<file path="config.mk">
export PLATFORM = sky130hd
export DESIGN_NAME = binary_to_decimal_ascii
export DESIGN_NICKNAME = d
export VERILOG_FILES = /design/src/hw/rtl/b2da_pkg.sv /design/src/hw/rtl/b2da_cell.sv /design/src/hw/rtl/binary_to_decimal_ascii.sv
export SDC_FILE = /design/constraint.sdc
export NUM_CORES = 1
export LEC_CHECK = 0
export ABC_CLOCK_PERIOD_IN_PS = 14550
export BUFFER_PORTS_ARGS = -buffer_cell sky130_fd_sc_hd__buf_2
export CORE_MARGIN = 5
export CORE_UTILIZATION = 50
export DETAILED_ROUTE_END_ITERATION = 10
export PLACE_DENSITY = 0.79
export SKIP_LAST_GASP = 1
export SYNTH_ARGS = -nofsm -noshare
export SYNTH_HDL_FRONTEND = slang
export SYNTH_HIERARCHICAL = 1
export SYNTH_SLANG_ARGS = --single-unit
</file>
<file path="constraint.sdc">
create_clock -name clk -period 14.55 [get_ports clk]
set_input_delay 1.455 -clock clk [delete_from_list [all_inputs] [get_ports clk]]
set_output_delay 1.455 -clock clk [all_outputs]
set_load 0.005 [all_outputs]
</file>
<file path="src/hw/rtl/b2da_pkg.sv">
// Shared types and constants for the binary to decimal ASCII converter.
// Used by b2da_cell and binary_to_decimal_ascii; no dependencies.
`default_nettype none

package b2da_pkg;

    localparam int WORD_W      = 32;
    localparam int CHAR_W      = 8;
    localparam int BCD_W       = 4;
    localparam int DIGIT_COUNT = 10;
    localparam int CNT_W       = $clog2(WORD_W);
    localparam int REM_W       = $clog2(DIGIT_COUNT + 1);

    localparam logic [CHAR_W-1:0] CHAR_ZERO  = 8'h30;
    localparam logic [CHAR_W-1:0] CHAR_MINUS = 8'h2D;

    localparam logic MODE_SIGNED   = 1'b0;
    localparam logic MODE_UNSIGNED = 1'b1;

    typedef enum logic [2:0] {
        ST_IDLE,
        ST_CONVERT,
        ST_SKIP,
        ST_SIGN,
        ST_EMIT
    } state_t;

    typedef struct packed {
        logic clear;
        logic shift_bit;
        logic shift_digit;
    } cell_ctl_t;

endpackage

`default_nettype wire

</file>
<file path="src/hw/rtl/b2da_cell.sv">
// One BCD digit cell of the double-dabble chain: add-3 and shift in a bit
// during conversion, shift whole digits upward during output. Uses b2da_pkg.
`default_nettype none

module b2da_cell (
    input  wire                           clk,
    input  wire                           rst_n,
    input  b2da_pkg::cell_ctl_t           ctl,
    input  wire                           bit_in,
    input  wire  [b2da_pkg::BCD_W-1:0]    digit_in,
    output logic                          bit_out,
    output logic [b2da_pkg::BCD_W-1:0]    digit
);
    import b2da_pkg::*;

    logic [BCD_W-1:0] digit_reg;
    logic [BCD_W-1:0] digit_next;
    logic [BCD_W-1:0] adj;

    always_comb
    begin
        adj = (digit_reg >= BCD_W'(5)) ? BCD_W'(digit_reg + BCD_W'(3)) : digit_reg;
        digit_next = digit_reg;
        if (ctl.clear)
        begin
            digit_next = '0;
        end
        else if (ctl.shift_bit)
        begin
            digit_next = {adj[BCD_W-2:0], bit_in};
        end
        else if (ctl.shift_digit)
        begin
            digit_next = digit_in;
        end
    end

    always_ff @(posedge clk or negedge rst_n)
    begin
        if (!rst_n)
        begin
            digit_reg <= '0;
        end
        else
        begin
            digit_reg <= digit_next;
        end
    end

    assign bit_out = adj[BCD_W-1];
    assign digit   = digit_reg;

endmodule

`default_nettype wire

</file>
<file path="src/hw/rtl/binary_to_decimal_ascii.sv">
// Top level of the 32-bit binary to decimal ASCII converter.
// Uses b2da_pkg and a chain of b2da_cell digit cells.
//
// Input channel s_axis: one word per number, tdata = value (32 bits),
// tuser = mode (0 signed two's complement, 1 unsigned).
// Output channel m_axis: one character per word, tdata = ASCII character,
// tlast high on the final character of the number. No leading zeros; zero
// gives "0"; negative signed values start with '-' (0x80000000 signed gives
// -2147483648).
// One number is handled at a time; s_axis_tready is high only when idle.
// After acceptance the magnitude is shifted bit by bit through ten BCD cells,
// then leading zero digits (0 to 9 of them) are dropped at one per cycle,
// then characters leave at one per cycle while m_axis_tready is high.
// Leading zeros and digits always add up to ten. A stall on m_axis holds
// the current character and the digit chain until it is taken. Reset
// returns the block to idle with no word pending.
`default_nettype none

module binary_to_decimal_ascii (
    input  wire         clk,
    input  wire         rst_n,
    input  wire         s_axis_tvalid,
    output logic        s_axis_tready,
    input  wire  [31:0] s_axis_tdata,   // [31:0] value
    input  wire  [0:0]  s_axis_tuser,   // [0] mode
    output logic        m_axis_tvalid,
    input  wire         m_axis_tready,
    output logic [7:0]  m_axis_tdata,   // [7:0] character
    output logic        m_axis_tlast
);
    import b2da_pkg::*;

    state_t              state_reg, state_next;
    logic [WORD_W-1:0]   mag_reg, mag_next;
    logic [CNT_W-1:0]    cnt_reg, cnt_next;
    logic [REM_W-1:0]    rem_reg, rem_next;
    logic                neg_reg, neg_next;
    cell_ctl_t           ctl;

    logic [BCD_W-1:0]    digit_w [DIGIT_COUNT];
    logic                carry_w [DIGIT_COUNT];
    logic [BCD_W-1:0]    top_digit;
    logic                in_neg;

    genvar i;
    generate
        for (i = 0; i < DIGIT_COUNT; i++)
        begin : g_cell
            if (i == 0)
            begin : g_first
                b2da_cell u_cell (
                    .clk      (clk),
                    .rst_n    (rst_n),
                    .ctl      (ctl),
                    .bit_in   (mag_reg[WORD_W-1]),
                    .digit_in ({BCD_W{1'b0}}),
                    .bit_out  (carry_w[i]),
                    .digit    (digit_w[i])
                );
            end
            else
            begin : g_rest
                b2da_cell u_cell (
                    .clk      (clk),
                    .rst_n    (rst_n),
                    .ctl      (ctl),
                    .bit_in   (carry_w[i-1]),
                    .digit_in (digit_w[i-1]),
                    .bit_out  (carry_w[i]),
                    .digit    (digit_w[i])
                );
            end
        end
    endgenerate

    assign top_digit = digit_w[DIGIT_COUNT-1];
    assign in_neg    = (s_axis_tuser[0] == MODE_SIGNED) && s_axis_tdata[WORD_W-1];

    always_comb
    begin
        state_next      = state_reg;
        mag_next        = mag_reg;
        cnt_next        = cnt_reg;
        rem_next        = rem_reg;
        neg_next        = neg_reg;
        ctl             = '0;
        s_axis_tready   = 1'b0;
        m_axis_tvalid   = 1'b0;
        m_axis_tdata    = CHAR_ZERO + CHAR_W'(top_digit);
        m_axis_tlast    = 1'b0;

        unique case (state_reg)
            ST_IDLE:
            begin
                s_axis_tready = 1'b1;
                if (s_axis_tvalid)
                begin
                    mag_next   = in_neg ? WORD_W'(~s_axis_tdata + WORD_W'(1)) : s_axis_tdata;
                    neg_next   = in_neg;
                    cnt_next   = '0;
                    ctl.clear  = 1'b1;
                    state_next = ST_CONVERT;
                end
            end
            ST_CONVERT:
            begin
                ctl.shift_bit = 1'b1;
                mag_next      = {mag_reg[WORD_W-2:0], 1'b0};
                cnt_next      = CNT_W'(cnt_reg + CNT_W'(1));
                if (cnt_reg == CNT_W'(WORD_W - 1))
                begin
                    rem_next   = REM_W'(DIGIT_COUNT);
                    state_next = ST_SKIP;
                end
            end
            ST_SKIP:
            begin
                if ((top_digit == '0) && (rem_reg > REM_W'(1)))
                begin
                    ctl.shift_digit = 1'b1;
                    rem_next        = REM_W'(rem_reg - REM_W'(1));
                end
                else
                begin
                    state_next = neg_reg ? ST_SIGN : ST_EMIT;
                end
            end
            ST_SIGN:
            begin
                m_axis_tvalid = 1'b1;
                m_axis_tdata  = CHAR_MINUS;
                if (m_axis_tready)
                begin
                    state_next = ST_EMIT;
                end
            end
            ST_EMIT:
            begin
                m_axis_tvalid = 1'b1;
                m_axis_tlast  = (rem_reg == REM_W'(1));
                if (m_axis_tready)
                begin
                    ctl.shift_digit = 1'b1;
                    rem_next        = REM_W'(rem_reg - REM_W'(1));
                    if (rem_reg == REM_W'(1))
                    begin
                        state_next = ST_IDLE;
                    end
                end
            end
            default:
            begin
                state_next = ST_IDLE;
            end
        endcase
    end

    always_ff @(posedge clk or negedge rst_n)
    begin
        if (!rst_n)
        begin
            state_reg <= ST_IDLE;
            cnt_reg   <= '0;
            rem_reg   <= '0;
            neg_reg   <= 1'b0;
        end
        else
        begin
            state_reg <= state_next;
            cnt_reg   <= cnt_next;
            rem_reg   <= rem_next;
            neg_reg   <= neg_next;
        end
    end

    always_ff @(posedge clk)
    begin
        mag_reg <= mag_next;
    end

endmodule

`default_nettype wire
</file>
==> impl_metrics.ini <==
[final_layout]
largest_reg_flops = 36
layout_common_cells = nor2_1 (71), dfrtp_1 (53), nand2_1 (51)
finish.utilization_pct = 56.22
synthToLayoutAreaGrowth_pct = 8.905
final_common_cell = nor2_1
antenna_cells = 0
design_area_sq_um = 6809
drive_above_1_share_pct = 12.43
instances_no_fill = 900
nets = 789

[clock_network]
cts_setup_buffers = 0
clk_pin_slew_worst_paths_ns = 0.07
numCtsBuffers = 9
clockBufferDepth = 2
clock-root-buffer = clkbuf_16
cts_sinks = 85
hold_buffers = 0
cts_htree_levels = 3
cts_tree = yes
cts_resized = 0
clk_latency_ns = 0.35

[setup_path]
cpPeakStageDelay_ns = 0.65
start_kind = flip-flop
crit_slowest_cell = dfrtp_1
crit_chain = inv_1, or3_1, and2_1, buf_2
cp.required_ns = 13.10
path_max_fanout = 15
rr_startpoint = rem_reg[0]
critPathCaptureType = output port
cp.arrival_ns = 2.02
rr_worst_depth = 9
worstSetupPathType = flip-flop to output port
ff2ff_setup_slack_ns = 11.56
r2r-end = g_cell[2].g_rest.u_cell/digit[0]

[global_route]
grt_overflow = 0
grt_max_degree = 100
grt_pass1_vias = 4991
grt_antenna_before_repair = 0
grt_use_total_pct = 18.07
grt_pass1_wl_um = 22270

[routing]
drt_wl_total_um = 13120
drtIter0Drc = 349
ant_nets = 0
viasPerCell = 5.762
vias = 5186
wl_per_cell_um = 14.58
drc = 0
firstDrtPassIters = 5

[power_and_ir_drop]
power_leakage_nw = 2.843
ir_drop_uv = 158.5
power_density_nw_per_um2 = 189.4

[worst_hold_path]
hold_path_class = flip-flop to flip-flop
holdPathStages = 1
hold_start = cnt_reg[4]
holdPathEnd = cnt_reg[4]

[timing]
max_freq_ghz = 0.2879
min_period_ns = 3.474
maxSlewViolCount = 0
setup_viol = 0
relSlewSlack_pct = 20.32
hold_violations = 0
max_slew.worst_pin.slew_ns = 1.194
clock-skew-final_ns = 0.007766
post-route-period-util_pct = 23.88
timing.hold.ws_ns = 0.5136
tns_ns = 0
rsz0062_at_grt = false

[placement]
hpwl_um = 8737
place_area_sq_um = 6489
dp.cells = 884
io_buffers = 44
gp_congestion = 0.9255

[floorplanning]
dieArea_sq_um = 14840
core_area_sq_um = 12110
fp.dieH_um = 121.8
io_pins = 48
die_w_um = 121.8
rows = 40
start_util_pct = 51.62

[logic_synthesis]
netlist_area_sq_um = 6252
synthCells = 687
yosys_warnings = 6
synth_area_per_cell_sq_um = 9.101

[run_status]
status = complete, no violations

[job]
drv_cap = 0
## metrics by stage
stage / total power [W] / worst slack [ns]
2_1_floorplan: 0.0009592 / 9.483
3_3_place_gp: 0.0009995 / 11.01
3_5_place_dp: 0.001043 / 10.92
4_1_cts: 0.001294 / 11.07
5_1_grt: 0.001391 / 10.95
6_report: 0.001289 / 11.08
## worst max path at each step
stage / slack, ns / endpoint / start
global route: 10.95 / m_axis_tdata[1] / state_reg[0]
global placement: 11.01 / mag_reg[26] / s_axis_tdata[0]
CTS: 11.07 / m_axis_tdata[1] / state_reg[0]
detailed placement: 10.92 / mag_reg[26] / s_axis_tdata[0]
finish: 11.08 / m_axis_tdata[1] / state_reg[0]
floorplan: 9.48 / g_cell[0].g_first.u_cell/digit[0] / m_axis_tready
## per-layer routing
metal	GRT usage, %	share of wire (%)	vias to the layer above
met5	0	0	-
met2	30.70	48	151
met4	6.373	1.8	0
met1	21.97	44	2460
met3	5.107	5.6	25
li1	-	-	2550
## final cells by class
cell class / count / area, sq um
clock buffer: 11 / 275.3
clock inverter: 5 / 45.04
fill: 1096 / 5303
inverter: 49 / 185.2
multi-input combinational: 532 / 3541
sequential: 85 / 2287
tap: 168 / 210.2
timing repair buffer: 50 / 265.3
## critical path, delay by kind of cell (launching register included)
kind	cells	cell delay, ns
buf+inv	2	0.33
flops	1	0.65
simple gates	2	0.69
## power by group
part	switching (W)	total (W)	internal [W]
clock network	0.000103	0.000242	0.000139
logic	0.000332	0.000576	0.000244
registers	0.0000909	0.000471	0.000381
Note: power is estimated with default switching activity, not from simulation.
